$ cat config.mk
export PLATFORM = sky130hd
export DESIGN_NAME = page_frame_allocator_table
export DESIGN_NICKNAME = d
export VERILOG_FILES = /design/src/design/pfat_pkg.sv /design/src/design/page_frame_allocator_table.sv /design/src/design/pfat_ram.sv /design/src/design/pfat_frame_map.sv
export SDC_FILE = /design/constraint.sdc
export NUM_CORES = 1
export LEC_CHECK = 0
export ABC_AREA = 1
export BUFFER_PORTS_ARGS = -buffer_cell sky130_fd_sc_hd__buf_2
export CAP_MARGIN = 20
export CORE_MARGIN = 5
export CORE_UTILIZATION = 55
export CTS_BUF_LIST = sky130_fd_sc_hd__clkbuf_4 sky130_fd_sc_hd__clkbuf_8
export CTS_CLUSTER_DIAMETER = 50
export DETAILED_ROUTE_END_ITERATION = 8
export GPL_ROUTABILITY_DRIVEN = 0
export PLACE_DENSITY = 0.79
export SLEW_MARGIN = 25
export SYNTH_ARGS = -nofsm -noshare
export SYNTH_HDL_FRONTEND = slang
export SYNTH_SLANG_ARGS = --single-unit
$ cat constraint.sdc
create_clock -name clk -period 4.2 [get_ports clk]
set_clock_uncertainty 0.2 [all_clocks]
set_input_delay 0.63 -clock clk [delete_from_list [all_inputs] [get_ports clk]]
set_output_delay 0.63 -clock clk [all_outputs]
set_load 0.05 [all_outputs]
$ cat src/design/pfat_pkg.sv
// Shared types and constants for the page frame allocator table.
package pfat_pkg;

  localparam int NUM_FRAMES   = 8;
  localparam int PROCESS_BITS = 8;
  localparam int PAGE_BITS    = 16;
  localparam int FRAME_BITS   = 3;
  localparam int IDX_BITS     = 3;
  localparam int COUNT_BITS   = 4;

  localparam logic OP_ALLOC = 1'b0;
  localparam logic OP_FREE  = 1'b1;

  localparam logic [1:0] ST_ALLOCATED = 2'd0;
  localparam logic [1:0] ST_FULL      = 2'd1;
  localparam logic [1:0] ST_FREED     = 2'd2;
  localparam logic [1:0] ST_NOT_FOUND = 2'd3;

  typedef struct packed {
    logic                    op;
    logic [PROCESS_BITS-1:0] process_id;
    logic [PAGE_BITS-1:0]    page_number;
  } cmd_t;

  typedef struct packed {
    logic [1:0]            status;
    logic [FRAME_BITS-1:0] frame_number;
  } result_t;

  typedef struct packed {
    logic [PROCESS_BITS-1:0] process_id;
    logic [PAGE_BITS-1:0]    page_number;
    logic [FRAME_BITS-1:0]   frame;
  } entry_t;

  typedef struct packed {
    logic                  set_en;
    logic [FRAME_BITS-1:0] set_idx;
    logic                  clr_en;
    logic [FRAME_BITS-1:0] clr_idx;
  } map_ctl_t;

  typedef struct packed {
    logic                  any_free;
    logic [FRAME_BITS-1:0] free_idx;
  } map_stat_t;

endpackage

$ cat src/design/page_frame_allocator_table.sv
// Top level: first-free page frame allocator with a (process, page) -> frame table.
//
// Usage:
//   Command channel: drive cmd and raise start; the beat is taken at a clock
//   edge where start is high and busy is low. cmd.op selects allocate or free.
//   Result channel: result_valid is high for exactly one cycle with the
//   status and frame in result. There is no back-pressure; the receiver must
//   take the beat in that cycle.
// Flow:
//   Allocate: result in the next cycle; busy stays low, so another
//   command may follow at once.
//   Free: busy is raised while the table memory is scanned one entry per
//   cycle through its single registered read port, then S_MOVE moves the
//   last entry into the freed slot when the hit was not the tail. A miss
//   ends on the last entry; a free on an empty table does not raise busy.
// State: one RAM holds the table entries; the used-frame bitmap and the entry
//   count are flip-flops. Only one command is in flight at a time, so reads
//   and writes of the same entry never overlap and no forwarding is needed.
// Reset: rst (synchronous) empties the table and frees all frames; the RAM
//   contents are not cleared, since only entries below the count are read.
module page_frame_allocator_table (
  input  logic              clk,
  input  logic              rst,
  input  logic              start,
  output logic              busy,
  input  pfat_pkg::cmd_t    cmd,
  output logic              result_valid,
  output pfat_pkg::result_t result
);
  import pfat_pkg::*;

  typedef enum logic [2:0] {
    S_IDLE = 3'b001,
    S_SCAN = 3'b010,
    S_MOVE = 3'b100
  } state_t;

  state_t                  state, state_next;
  cmd_t                    cmd_q, cmd_q_next;
  logic [IDX_BITS-1:0]     idx, idx_next;
  logic [COUNT_BITS-1:0]   count, count_next;
  logic [FRAME_BITS-1:0]   frame_q, frame_q_next;
  result_t                 result_next;
  logic                    result_valid_next;

  // table RAM ports
  logic                    wr_en;
  logic [IDX_BITS-1:0]     wr_addr;
  entry_t                  wr_data;
  logic [IDX_BITS-1:0]     rd_addr;
  entry_t                  rd_data;

  map_ctl_t                map_ctl;
  map_stat_t               map_stat;

  logic [COUNT_BITS-1:0]   count_dec;
  logic [IDX_BITS-1:0]     last_idx;
  logic                    hit_last;
  logic                    match;

  pfat_ram #(
    .WIDTH ($bits(entry_t)),
    .DEPTH (NUM_FRAMES)
  ) u_table (
    .clk     (clk),
    .wr_en   (wr_en),
    .wr_addr (wr_addr),
    .wr_data (wr_data),
    .rd_addr (rd_addr),
    .rd_data (rd_data)
  );

  pfat_frame_map u_map (
    .clk  (clk),
    .rst  (rst),
    .ctl  (map_ctl),
    .stat (map_stat)
  );

  assign busy      = (state != S_IDLE);
  assign count_dec = count - 1'b1;
  assign last_idx  = count_dec[IDX_BITS-1:0];
  assign hit_last  = (idx == last_idx);
  // entry under test is in rd_data during S_SCAN
  assign match     = (rd_data.process_id == cmd_q.process_id) &&
                     (rd_data.page_number == cmd_q.page_number);

  always_comb begin
    state_next        = state;
    cmd_q_next        = cmd_q;
    idx_next          = idx;
    count_next        = count;
    frame_q_next      = frame_q;
    result_next       = result;
    result_valid_next = 1'b0;
    wr_en             = 1'b0;
    wr_addr           = count[IDX_BITS-1:0];
    wr_data           = rd_data;
    rd_addr           = idx;
    map_ctl           = '0;

    unique case (state)
      S_IDLE: begin
        if (start) begin
          cmd_q_next = cmd;
          if (cmd.op == OP_ALLOC) begin
            result_valid_next = 1'b1;
            if (map_stat.any_free && (count < COUNT_BITS'(NUM_FRAMES))) begin
              // append entry at the tail, mark frame used
              wr_en               = 1'b1;
              wr_addr             = count[IDX_BITS-1:0];
              wr_data.process_id  = cmd.process_id;
              wr_data.page_number = cmd.page_number;
              wr_data.frame       = map_stat.free_idx;
              map_ctl.set_en      = 1'b1;
              map_ctl.set_idx     = map_stat.free_idx;
              count_next          = count + 1'b1;
              result_next.status       = ST_ALLOCATED;
              result_next.frame_number = map_stat.free_idx;
            end else begin
              result_next.status       = ST_FULL;
              result_next.frame_number = '0;
            end
          end else if (count == '0) begin
            result_valid_next        = 1'b1;
            result_next.status       = ST_NOT_FOUND;
            result_next.frame_number = '0;
          end else begin
            // start scan at entry 0
            rd_addr    = '0;
            idx_next   = '0;
            state_next = S_SCAN;
          end
        end
      end

      S_SCAN: begin
        if (match) begin
          map_ctl.clr_en = 1'b1;
          map_ctl.clr_idx = rd_data.frame;
          frame_q_next   = rd_data.frame;
          if (hit_last) begin
            // hit on the tail entry: nothing to move
            count_next               = count_dec;
            result_valid_next        = 1'b1;
            result_next.status       = ST_FREED;
            result_next.frame_number = rd_data.frame;
            state_next               = S_IDLE;
          end else begin
            rd_addr    = last_idx;
            state_next = S_MOVE;
          end
        end else if (hit_last) begin
          result_valid_next        = 1'b1;
          result_next.status       = ST_NOT_FOUND;
          result_next.frame_number = '0;
          state_next               = S_IDLE;
        end else begin
          idx_next = idx + 1'b1;
          rd_addr  = idx + 1'b1;
        end
      end

      S_MOVE: begin
        // tail entry now in rd_data; copy into the vacated slot
        wr_en                    = 1'b1;
        wr_addr                  = idx;
        wr_data                  = rd_data;
        count_next               = count_dec;
        result_valid_next        = 1'b1;
        result_next.status       = ST_FREED;
        result_next.frame_number = frame_q;
        state_next               = S_IDLE;
      end

      default: begin
        state_next = S_IDLE;
      end
    endcase
  end

  always_ff @(posedge clk) begin
    if (rst) begin
      state        <= S_IDLE;
      count        <= '0;
      result_valid <= 1'b0;
    end else begin
      state        <= state_next;
      count        <= count_next;
      result_valid <= result_valid_next;
    end
  end

  always_ff @(posedge clk) begin
    cmd_q   <= cmd_q_next;
    idx     <= idx_next;
    frame_q <= frame_q_next;
    result  <= result_next;
  end

endmodule

$ cat src/design/pfat_ram.sv
// Generic single-write, single-read RAM with registered read data.
module pfat_ram #(
  parameter int WIDTH = 8,
  parameter int DEPTH = 8
) (
  input  logic                     clk,
  input  logic                     wr_en,
  input  logic [$clog2(DEPTH)-1:0] wr_addr,
  input  logic [WIDTH-1:0]         wr_data,
  input  logic [$clog2(DEPTH)-1:0] rd_addr,
  output logic [WIDTH-1:0]         rd_data
);

  logic [WIDTH-1:0] mem [DEPTH];

  always_ff @(posedge clk) begin
    if (wr_en) begin
      mem[wr_addr] <= wr_data;
    end
    rd_data <= mem[rd_addr];
  end

endmodule

$ cat src/design/pfat_frame_map.sv
// Used-frame bitmap with a lowest-free-frame encoder.
module pfat_frame_map (
  input  logic                 clk,
  input  logic                 rst,
  input  pfat_pkg::map_ctl_t   ctl,
  output pfat_pkg::map_stat_t  stat
);
  import pfat_pkg::*;

  logic [NUM_FRAMES-1:0] used;

  always_ff @(posedge clk) begin
    if (rst) begin
      used <= '0;
    end else begin
      if (ctl.set_en) begin
        used[ctl.set_idx] <= 1'b1;
      end
      if (ctl.clr_en) begin
        used[ctl.clr_idx] <= 1'b0;
      end
    end
  end

  // priority toward frame 0
  always_comb begin
    stat = '0;
    for (int i = NUM_FRAMES - 1; i >= 0; i--) begin
      if (!used[i]) begin
        stat.any_free = 1'b1;
        stat.free_idx = FRAME_BITS'(i);
      end
    end
  end

endmodule

==> impl_summary.log <==
[metrics] Post-CTS Hold Buffers: 0
[metrics] worst path bufs/invs: 1
[metrics] number of flops mapped to enable cells by yosys: roughly 250
[metrics] CTS tree: yes
[metrics] met2 layer usage reported by global route: about a third
[metrics] Area growth, synth to finish: 10.64%
[metrics] largest fanout on the critical path: 54
[metrics] period utilization: 77.99%
[metrics] register bit count reported by yosys: approximately 300
[metrics] R2R setup slack: ~920 ps
[metrics] x dimension of the die: about 170 microns
[metrics] HPWL after detailed placement: 16490 microns
[metrics] Post-layout nets: 1541
[metrics] number of vias after detailed routing: a little under 10000
[metrics] maximum capacitance violations: 0
[metrics] number of H-tree levels: 2
[metrics] antenna violations before repair: 0
[metrics] Synth Instances: about 1500
[metrics] number of global-route vias before repair: 9346
[metrics] Row Count: 57
[metrics] CP most frequent cell: nand2_1
[metrics] Skew-Pair Late Insertion Delay: 580 ps
[metrics] WL/cell: 15.75 microns
[metrics] delay of the slowest cell on the worst path: 630 ps
[metrics] final slew viol count: 0
[metrics] Post-DRT Antenna Nets: 0
[metrics] post-synthesis net count: around 1500
[metrics] highest attainable clock frequency: 305.3 MHz
[metrics] final number of hold-violating endpoints: 0
[metrics] number of port buffers: 34
[metrics] met3 Track Usage GR: 4.314%
[metrics] number of remaining DRC errors: 0
[metrics] Overall Global Routing Usage: 20.76%
[metrics] vertical die dimension: between 150 and 200 microns
[metrics] via density per instance: approximately 5.2
[metrics] count of cell instances traversed by the critical path: 14
[metrics] sort of element at the end of the critical path: flip-flop
[metrics] launching element type of the critical path: flip-flop
[metrics] Static Leakage: ~0.007 uW
[metrics] post_cts resized: 0
[metrics] final critical-path setup slack: about 920 ps
[metrics] beginning of the worst register-to-register path: cmd_q[18]
[metrics] layout cells sized above 1: 10.16%
[metrics] root buf cell: clkbuf_8
[metrics] antenna cells: 0
[metrics] endpoint of the worst hold-timing path: cmd_q[8]
[metrics] setup tns final: 0 ps
[metrics] Std-Cell Core Area: roughly 0.024 sq mm
[metrics] share of the yosys chip area belonging to registers: 62.40%
[metrics] maximum number of buffers from clock root to sink: 3
[metrics] final wirelength: roughly 30000 microns
[metrics] Post-Synthesis Cell Area: around 0.013 sq mm
[metrics] IR Drop Worst-Case VDD: approximately 0.94 mV
[metrics] Clock Sinks: about 290
[metrics] global-route wire length before repair: between 40000 and 50000 microns
[metrics] pre-CTS WS: between 1000 and 1500 ps
[metrics] die footprint: roughly 0.028 sq mm
[metrics] Hold Path Depth: 1
[metrics] unrepaired setup endpoints after global routing: no
[metrics] fin crit period: 3276 ps
[metrics] Tightest Pin Transition: between 1000 and 1500 ps
[metrics] critical register-to-register path endpoint: u_table.rd_data[24]
[metrics] endpoint required time on the critical path: 4500 ps
[metrics] most used flip-flop cell after synthesis: edfxtp_1
[metrics] starting density of the core: a little under three fifths
[metrics] number of distinct library cells after synthesis: 39
[metrics] clock-pin slew on the worst setup and hold paths: 60 ps
[metrics] synthesis warning total: 0
[metrics] critical path data arrival time: around 3600 ps
[metrics] outcome: finished, final reports clean
[metrics] number of cells traversed by the worst register-to-register path: 14
[metrics] commonest non-fill, non-tap cell in the layout: nand2_1
[metrics] total CTS buffers: 47
[metrics] residual overflow from global routing: 0
[metrics] Slowest cell on crit path: buf_4
[metrics] busiest grt layer: met2
[metrics] number of design-rule violations left by the first detailed-router iteration: approximately 1100
[metrics] cell-by-cell trace of the critical path: nand2_1 > nand2_1 > nor2_1 > nand2_1 > nor2_1 > nand3_2 > nor2_2 > nand2_1 > o211ai_4 > buf_4 > nand3_1 > nand2_1 > nand2_1 > nand2_1
[metrics] routing usage on met1: 27.24%
[metrics] final setup vio count: 0
[metrics] worst hold path class: in -> reg
[metrics] maximum number of pins on one net before global-route repair: roughly 110
[metrics] path type of the worst setup path: reg -> reg
[metrics] number of iterations in the first detailed-routing pass: 5
[metrics] Syn Area/Cell: between 9 and 10 sq um
[metrics] Post-synth ARST share: 0%
[metrics] critical hold path startpoint: cmd[8]
[metrics] pwr/cell area: about 840 mW/mm^2
[metrics] postcts setup bufs: 0
[metrics] top cell family by delay on the critical path: simple AND/OR/NAND/NOR gates
[metrics] top-level I/O count: 35
[metrics] Max-Slew Margin vs Limit: around 28%
[metrics] highest-count cells in the layout ignoring fill and taps: nand2_1, inv_1, edfxtp_1
## final cells by class
class	count	area, sq um
clock buffers	74	893.4
clock inverters	12	70.07
fillers	1843	9286
inverters	321	1207
multi-input cells	793	3586
flip-flops and latches	294	8398
well taps	324	405.4
repair buffers	52	330.3
## logic make-up after synthesis
kind of cell	count (synthesis)	synth area share, %
buffers and inverters	376	11.20
DFF	294	62.40
adders and majority gates	4	0.3719
AOI/OAI and AO/OA	66	2.733
xor gates and xnor gates	7	0.4556
and+or+nand+nor	716	22.83
## state kept, by name, indices dropped and copies added (netlist names), 4 cells and up
register,count
u_table.mem,216
result,5
u_map.used,8
u_table.rd_data,27
cmd_q,24
count,4
## metrics by stage
step           hold WS (ps)  cell area (sq um)  utilization (%)  total power, uW  std cells
3_3_place_gp          224.5              13930            57.60             9823       1784
5_1_grt               14.36              14890            61.59            13430       1870
6_report              42.08              14890            61.59            12510       1870
2_1_floorplan         208.2              13460                -             8705       1463
3_5_place_dp          227.9              13930            57.60            10040       1784
4_1_cts               13.29              14890            61.59            12490       1870
## synth_stat cells, types with 4 or more instances
| library cell | instances | area (sq um) |
|---|---|---|
| a21oi_1 | 12 | 60.06 |
| buf_2 | 33 | 165.2 |
| buf_4 | 4 | 30.03 |
| buf_6 | 5 | 56.30 |
| clkbuf_1 | 12 | 45.04 |
| dfxtp_1 | 43 | 860.8 |
| edfxtp_1 | 251 | 7537 |
| ha_1 | 4 | 50.05 |
| inv_1 | 313 | 1175 |
| inv_2 | 6 | 22.52 |
| nand2_1 | 414 | 1554 |
| nand3_1 | 236 | 1181 |
| nor2_1 | 43 | 161.4 |
| nor3_1 | 8 | 40.04 |
| o21ai_0 | 40 | 200.2 |
| xor2_1 | 4 | 35.03 |
## how the worst max path moves through the flow
stage               from                   to  slack (ps)
3_3_place_gp   cmd_q[19]  u_table.rd_data[11]        1100
4_1_cts        cmd_q[18]  u_table.rd_data[24]         990
3_5_place_dp       start   u_table.mem[3][11]        1030
6_report       cmd_q[18]  u_table.rd_data[24]         920
5_1_grt        cmd_q[18]  u_table.rd_data[22]         750
2_1_floorplan   state[0]    u_table.mem[1][0]        1060
## where the power goes
part / total [uW] / switching [uW] / internal (uW) / leakage (uW)
sequential: 4220 / 205 / 4010 / 0.00266
combinational: 5840 / 4200 / 1630 / 0.00376
clock: 2450 / 1090 / 1360 / 0.000518
## layer usage
metal | wire [microns] | up-vias
met4 | 693 | 0
met1 | 11970 | 4489
li1 | - | 4749
met2 | 14240 | 418
met3 | 2540 | 76
met5 | 0 | -
Note: power is estimated with default switching activity, not from simulation.
